**config.mk**
```make
export PLATFORM = sky130hd
export DESIGN_NAME = bmg_front
export DESIGN_NICKNAME = d
export VERILOG_FILES = /design/src/assert_macros.svh /design/src/bmg_pkg.sv /design/src/bmg_front.sv
export SDC_FILE = /design/constraint.sdc
export NUM_CORES = 1
export LEC_CHECK = 0
export BUFFER_PORTS_ARGS = -buffer_cell sky130_fd_sc_hd__buf_2
export CAP_MARGIN = 20
export CORE_MARGIN = 8
export CORE_UTILIZATION = 56
export DETAILED_ROUTE_END_ITERATION = 8
export GPL_TIMING_DRIVEN = 0
export HOLD_SLACK_MARGIN = 0.05
export PLACE_DENSITY = 0.95
export SYNTH_ARGS = -nofsm -noshare
export SYNTH_HDL_FRONTEND = slang
export SYNTH_SLANG_ARGS = --single-unit
```
**constraint.sdc**
```tcl
create_clock -name clk_i -period 9.07 [get_ports clk_i]
set_input_delay 0.4535 -clock clk_i [delete_from_list [all_inputs] [get_ports clk_i]]
set_output_delay 0.4535 -clock clk_i [all_outputs]
set_load 0.05 [all_outputs]
```
**src/assert_macros.svh**
```systemverilog
// Assertion macros shared by the RTL.
`ifndef ASSERT_MACROS_SVH
`define ASSERT_MACROS_SVH
`ifndef NO_ASSERTIONS
`define ASSERT_IMPLIES(label, clk, rst_n, a, b) \
  label: assert property (@(posedge clk) disable iff (!rst_n) (a) |-> (b)) \
    else $error("assertion failed");
`define ASSERT_NEXT(label, clk, rst_n, a, b) \
  label: assert property (@(posedge clk) disable iff (!rst_n) (a) |=> (b)) \
    else $error("assertion failed");
`else
`define ASSERT_IMPLIES(label, clk, rst_n, a, b)
`define ASSERT_NEXT(label, clk, rst_n, a, b)
`endif
`endif

```
**src/bmg_pkg.sv**
```systemverilog
// ----------------------------------------------------------------------------
// Box-Muller generator package
// Shared widths, constants and the request type passed from front to back.
// ----------------------------------------------------------------------------
package bmg_pkg;
  localparam int UniformBits = 32;
  localparam int AngleBits   = 16;
  localparam int OutFracBits = 12;
  localparam int QDepth      = 2;
  localparam int QPtrW       = 1;

  // Width of 1 - u as an integer, and the rounding shift of the final product.
  localparam int UniformW    = UniformBits + 1;
  localparam int RoundSh     = 43 - OutFracBits;

  localparam logic [31:0] TwoLn2Q30 = 32'd1488522236;

  // Quarter-wave sine coefficients, .30, index 0 is the linear term.
  localparam logic [31:0] SinCoef [6] = '{
    32'd1686629713, 32'd693598668, 32'd85569306,
    32'd5026995, 32'd172272, 32'd3864
  };

  // One classified request: fresh pair draw or sine half from kept pair.
  typedef struct packed {
    logic                   fresh;
    logic [UniformBits-1:0] u;
    logic [AngleBits-1:0]   v;
  } bmg_req_t;

  typedef enum logic [3:0] {
    ST_IDLE, ST_NORM, ST_LOG, ST_LOGMUL, ST_ROOT,
    ST_SINPREP, ST_HORNER, ST_SINFIN, ST_PROD
  } bmg_state_e;
endpackage

```
**src/bmg_front.sv**
```systemverilog
// ----------------------------------------------------------------------------
// Box-Muller front end
// Accepts requests, marks each as fresh or second half, queues them.
// ----------------------------------------------------------------------------
module bmg_front import bmg_pkg::*; (
  input  logic                   clk_i,
  input  logic                   rst_ni,
  input  logic                   push,
  output logic                   full,
  input  logic [UniformBits-1:0] uniform_radius_i,
  input  logic [AngleBits-1:0]   uniform_angle_i,
  output logic                   req_valid_o,
  output bmg_req_t               req_o,
  input  logic                   req_take_i
);
  bmg_req_t      mem_q [QDepth];
  logic [QPtrW:0] wr_q, rd_q;
  logic          fresh_q;
  logic          wr_en, rd_en;

  assign full        = (wr_q[QPtrW] != rd_q[QPtrW]) && (wr_q[QPtrW-1:0] == rd_q[QPtrW-1:0]);
  assign req_valid_o = (wr_q != rd_q);
  assign wr_en       = push && !full;
  assign rd_en       = req_take_i && req_valid_o;
  assign req_o       = mem_q[rd_q[QPtrW-1:0]];

  // Pointers and the fresh/second-half toggle.
  always_ff @(posedge clk_i or negedge rst_ni) begin
    if (!rst_ni) begin
      wr_q    <= '0;
      rd_q    <= '0;
      fresh_q <= 1'b1;
    end else begin
      if (wr_en) begin
        wr_q    <= wr_q + 1'b1;
        fresh_q <= !fresh_q;
      end
      if (rd_en) rd_q <= rd_q + 1'b1;
    end
  end

  // Queue storage.
  always_ff @(posedge clk_i) begin
    if (wr_en) mem_q[wr_q[QPtrW-1:0]] <= '{fresh: fresh_q, u: uniform_radius_i,
                                           v: uniform_angle_i};
  end
endmodule

```
==> results of run 1 <==
## repair_timing
item,4_1_cts,5_1_grt
gates resized for setup,0,0
hold buffers,1,0
hold endpoints to repair,4,0
## flip-flops by register name, summed over array words and instances (netlist names)
signal / count
mem_q: 98
wr_q: 2
rd_q: 2
fresh_q: 1
## synth_stat cells, drive strengths merged (2+ instances only)
cell / number
edfxtp: 98
mux2: 50
buf: 7
dfrtp: 4
nor2: 4
a21oi: 3
nand2: 3
inv: 2
o21ai: 2
xnor2: 2
## how the worst min path moves through the flow
stage	endpoint	from
5_1_grt	mem_q[1][22]$_DFFE_PP_	uniform_radius_i[6]
3_3_place_gp	rd_q[1]$_DFFE_PN0P_	rst_ni
4_1_cts	mem_q[0][1]$_DFFE_PP_	uniform_angle_i[1]
6_report	mem_q[1][22]$_DFFE_PP_	uniform_radius_i[6]
2_1_floorplan	rd_q[0]$_DFFE_PN0P_	rst_ni
3_5_place_dp	wr_q[1]$_DFFE_PN0P_	rst_ni
## placed cells by master (no fill, tap or decap), drive strengths merged
cell type / instances
nand2: 3
dlygate4sd3: 1
o21ai: 2
nor3b: 1
xnor2: 2
clkbuf: 9
edfxtp: 98
a211oi: 1
xor2: 1
a21oi: 3
a31oi: 1
buf: 115
nor2: 4
inv: 3
o311ai: 1
or2: 1
clkinvlp: 2
mux2: 50
clkinv: 4
nand3: 1
dfstp: 1
dfrtp: 4
and3: 1
## area by class of cell
cell class / count / area share [%]
plain buffers: 7 / 1.32
clock buffers: 9 / 2.61
clock inverters: 7 / 1.03
inverters: 2 / 0.158
multi-input cells: 72 / 15.1
flip-flops and latches: 103 / 64.6
well taps: 80 / 2.11
repair buffers: 109 / 13.1
## metrics by stage
step,util (%),hold slack (ns)
after floorplan,-,0.158
after detailed placement,68.0,0.282
final,70.7,0.287
after global routing,70.7,0.259
after global placement,66.2,0.273
after CTS,70.7,0.268
## layer usage
metal	GRT usage, %	vias to the layer above	routed length [um]
met1	15.1	1005	2760
met2	24.6	68	3580
li1	-	961	-
met5	0	-	0
met3	5.71	8	568
met4	6.14	0	81
## worst max-delay path: cells and delay by family (launching register included)
family	cells	cell delay (ns)
buffers and inverters	3	0.54
AO/OA/AOI/OAI	1	0.61
flip-flops	1	0.44
XOR/XNOR	1	0.32
## cell families (layout without fill, tap and decap cells)
| kind of cell | Yosys count | in the layout |
|---|---|---|
| and+or+nand+nor | 11 | 11 |
| AOI/OAI and AO/OA | 8 | 8 |
| buffers and inverters | 9 | 134 |
| muxes | 50 | 50 |
| DFF | 103 | 103 |
| xor gates and xnor gates | 3 | 3 |
==> results.ini, run 1 <==
[run_status]
status=finished, final reports clean

[timing]
min_period_ns=2.21
rsz0062_at_grt=no
timing.final.setup_violations=0
finalSetupTns_ns=0
worst-slew-pin-transition_ns=0.704
fmaxAchievable_mhz=452
layout_setup_ws_ns=6.86
final_hold_viol_count=0
timing.slew.headroom_pct=53.0
skew_ns=0.0124
final_min_period_over_clock_period_pct=24.4
timing.final.max_slew_violations=0

[route]
drt_drc_violations_left=0
postRouteAntennaNets=0
routed_wl_per_cell_um=18.0
firstDrtPassIters=4
initialDrtViolationCount=46
wirelength_mm=6.99
route.vias.total=2042
viasPerCell=5.25

[worst_setup_path]
worstReg2RegStart=rd_q[1]$_DFFE_PN0P_
setup.worst_path.class=reg -> reg
reg_to_reg_end=mem_q[1][23]$_DFFE_PP_
endpoint_kind=flop
crit_top_cell=buf_16
slowest_stage_delay_on_critical_path_ns=0.61
cp_data_required_time_ns=9.13
crit_path_start=rd_q[1]$_DFFE_PN0P_
kind_of_start_point_of_the_critical_path=flop
critPathMaxFanout=18
reg2reg_setup_slack_ns=6.86
critPathArrivalTime_ns=2.27
rr_worst_depth=5
crit_chain=xnor2_2 -> inv_1 -> a21oi_4 -> buf_16 -> buf_16
worst_setup_path_endpoint=mem_q[1][23]$_DFFE_PP_
crit_slowest_cell=a21oi_4

[synthesis]
yosysTopAreaCell=edfxtp_1
netlist-cell-type-count=22
syn-instance-count=184
synth.net_count=236
synth_sequential_area_ratio_pct=79.9
mappedNetlistArea_mm2=0.00384
synth_top_family_by_area=multiplexers
postSynthRegisterBits=103
synth_edf_count=98
adder_and_majority_cell_fraction_of_the_synthesized_area_pct=0
synth_mux_area_share_pct=14.7
synth_area_leaders=edfxtp_1 77%, mux2_2 15%, dfrtp_1 2.6%, buf_6 1.2%, dfstp_2 0.68%
synthXorXnorAreaFrac_pct=0.880
synth_area_per_cell_um2=20.9
yosys_most_used_dff=edfxtp_1
post_synthesis_compound_gate_area_fraction_pct=1.37
yosys_warnings=0
synth_async_sr_flop_share_pct=4.85
synthDominantCellAreaShare_pct=76.6
synth_simple_gate_area_share_pct=1.34

[die]
ios=103
fp.dieArea_mm2=0.00976
start_util_pct=57.2
placeableCoreArea_mm2=0.00672
die_width_um=98.8
core.rowCount=30
vert_die_dim_um=98.8

[worst_hold_path]
min_path_type=in -> reg
worst_hold_path.num_cells=1

[clock_tree]
postCtsSetupRepairBufs=0
clk_path_buf_depth=2
h-tree-depth=3
tritoncts_clock_tree=done
cts_sink_count=103
clock_latency_ns=0.35
cts_made_buffers=9
worst_setup_hold_path_clk_slew_ns=0.10
root_buffer=clkbuf_8

[layout]
ratio_of_cells_with_drive_above_1_in_the_final_layout_pct=59.5
sequential_cell_area_mm2=0.00307
num-nets-final=356
final_area_mm2=0.00475
layout-area-overhead-vs-synth_pct=23.7
diodes=0
fill_cells=439
layout.cells.non_filler=389
multi_input_comb_area_um2=717

[global_routing]
grt_antenna_before_repair=0
grt.overflow.total=0
grt_max_degree=19
grt.total_usage_pct=14.3
global_route_wire_length_before_repair_mm=10.7
vias_in_the_first_global_route=2178

[placement]
dpl.cell_count=372
gp_congestion=0.724
hpwl_mm=5.17
setup_slack_at_placement_ns=6.88
post_detailed_placement_cell_area_mm2=0.00457
portBuffers=102

[run]
drv_cap=0

Power of run 1 is not shown: default switching activity piles up to over one toggle a cycle in this logic, so the estimate is an artifact.
==> run 2: changes to the inputs <==
CORE_UTILIZATION = 47   (was 56)
PLACE_DENSITY = 0.86   (was 0.95)
clock period = 1.9 ns   (was 9.07 ns; I/O delays follow)
==> run 2 against run 1 <==
Register-to-register slack worse by 6.8 ns. Core utilization is 4.1 points lower. Critical path depth rose by 1. Highest routed layer unchanged. Fmax grew 23%. Largest cell class unchanged. Critical endpoint is now mem_q[0][16]$_DFFE_PP_.
==> results.ini, run 2 (synthesis results as in run 1) <==
[run_status]
status=finished, final reports clean

[clock_tree]
clk_path_buf_depth=2  ; unchanged
cts_made_buffers=9  ; unchanged
tritoncts_clock_tree=done
root_buffer=clkbuf_8
worst_setup_hold_path_clk_slew_ns=0.10  ; about the same
h-tree-depth=3  ; unchanged
clock_latency_ns=0.35  ; about the same
cts_sink_count=103  ; unchanged

[timing]
timing.slew.headroom_pct=71.4  ; +18 points
final_hold_viol_count=0  ; unchanged
timing.final.setup_violations=0  ; unchanged
finalSetupTns_ns=0  ; unchanged
skew_ns=0.0106  ; -0.00185 ns
final_min_period_over_clock_period_pct=94.6  ; +70 points
timing.final.max_slew_violations=0  ; unchanged
min_period_ns=1.80  ; -0.416 ns
worst-slew-pin-transition_ns=0.428  ; -0.276 ns
fmaxAchievable_mhz=556  ; +23%
rsz0062_at_grt=no

[route]
routed_wl_per_cell_um=17.7  ; -1.6%
wirelength_mm=8.26  ; +18%
firstDrtPassIters=4  ; unchanged
initialDrtViolationCount=85  ; +85%
viasPerCell=4.85  ; -7.6%
drt_drc_violations_left=0  ; unchanged
postRouteAntennaNets=0  ; unchanged
route.vias.total=2264  ; +11%

[worst_setup_path]
crit_top_cell=buf_8
critPathMaxFanout=16  ; -2
crit_slowest_cell=dfrtp_1
endpoint_kind=flop
cpLargestDelayFamily=buffers and inverters
setup.worst_path.class=reg -> reg
kind_of_start_point_of_the_critical_path=flop
crit_chain=buf_6 -> buf_8 -> nor2_2 -> nor3b_4 -> buf_16 -> buf_8
slowest_stage_delay_on_critical_path_ns=0.41  ; -0.20 ns
cp_data_required_time_ns=1.96  ; -7.17 ns
critPathBufInv=4  ; +1
critPathArrivalTime_ns=1.86  ; -0.41 ns

[power]
vdd.ir_drop.worst_uv=1060
p_leak_uw=0.00203
power.density_mw_per_mm2=1740
p_total_uw=9300

[layout]
largest_register_ffs=98  ; unchanged
fill_cells=567  ; +29%
finish.utilization_pct=66.5  ; -4.1 points
layout-area-overhead-vs-synth_pct=39.5
multi_input_comb_area_um2=753  ; +5.1%
num-nets-final=408  ; +15%
sequential_cell_area_mm2=0.00307  ; unchanged
most_frequent_standard_cell_in_the_layout_excluding_fill_and_tap_cells=buf_2
ratio_of_cells_with_drive_above_1_in_the_final_layout_pct=52.1  ; -7.5 points
commonest_non_fill_non_tap_cells_in_the_layout=104 x buf_2, 98 x edfxtp_1, 51 x dlygate4sd3_1, 50 x mux2_2, 9 x clkbuf_8

[die]
start_util_pct=47.7  ; -9.5 points
vert_die_dim_um=106  ; +7.7%
fp.dieArea_mm2=0.0113  ; +16%
die_width_um=106  ; +7.7%
core.rowCount=33  ; +10%
placeableCoreArea_mm2=0.00805  ; +20%
ios=103  ; unchanged

[global_routing]
grt_max_degree=29  ; +10
met1_usage_pct=14.0  ; -1.1 points
grt.overflow.total=0  ; unchanged
vias_in_the_first_global_route=2589  ; +19%
global_route_wire_length_before_repair_mm=12.7  ; +19%
grtUsageMet2_pct=27.3  ; +2.7 points
groute.layer.met3.usage_pct=5.87  ; +0.16 points
busiest_layer=met2
grt_antenna_before_repair=1  ; +1
grt.total_usage_pct=14.6  ; +0.33 points

[worst_hold_path]
min_path_type=in -> async

[placement]
hpwl_mm=5.02  ; -2.9%
portBuffers=102  ; unchanged
gp_congestion=0.699  ; -3.4%

[run]
drv_cap=0  ; unchanged

-- run 2: stage by stage --
step                      worst slack, ns  cell area [um2]  std cells  hold WS (ns)
final                               0.102             5360        467        0.0823
after global routing              0.00180             5360        467        0.0746
after CTS                          0.0292             5350        466        0.0566
after detailed placement           -0.286             4600        395       -0.0831
after global placement              -1.28             4510        391       -0.0866
after floorplan                    -0.603             3860        184        -0.201
-- run 2: timing repair --
item                       4_1_cts  5_1_grt
buffers inserted                 3        0
setup endpoints to repair       65       42
gates resized for setup          2        3
pin swaps                        2        1
hold endpoints to repair       104        0
hold buffers                    51        0
cloned                           1        0
-- run 2: worst paths after layout --
kind	from	end	slack, ns	depth (start not counted)
max in group asynchronous	rst_ni	fresh_q$_DFFE_PN1P_	1.60	2
setup / recovery	rd_q[0]$_DFFE_PN0P_	mem_q[0][16]$_DFFE_PP_	0.10	6
min in group clk_i	uniform_angle_i[5]	mem_q[1][5]$_DFFE_PP_	0.46	2
hold / removal	rst_ni	wr_q[0]$_DFFE_PN0P_	0.08	2
setup reg to reg	rd_q[0]$_DFFE_PN0P_	mem_q[0][16]$_DFFE_PP_	0.10	6
hold reg to reg	fresh_q$_DFFE_PN1P_	fresh_q$_DFFE_PN1P_	0.52	1
-- run 2: final cells by class --
| cell class | count | share of cell area (%) |
|---|---|---|
| sequential | 103 | 57.3 |
| multi-input combinational | 73 | 14.1 |
| tap | 105 | 2.45 |
| buffer | 7 | 1.31 |
| inverter | 2 | 0.140 |
| clock buffer | 11 | 2.45 |
| timing repair buffer | 160 | 21.2 |
| clock inverter | 5 | 1.10 |
| antenna | 1 | 0.0467 |
-- run 2: where the power goes --
group | leakage [uW] | switching [uW] | internal (uW) | total [uW]
logic | 0.000973 | 3180 | 1430 | 4610
registers | 0.000967 | 178 | 3200 | 3380
clock network | 0.0000895 | 703 | 611 | 1310
-- run 2: per-layer routing --
layer	share of wire, %	routed length (um)	up-vias
li1	-	-	1068
met5	0	0	-
met1	37	3070	1111
met3	7.5	622	10
met2	54	4460	75
met4	1.3	108	0
No activity file was read; power rests on OpenSTA's default activity.
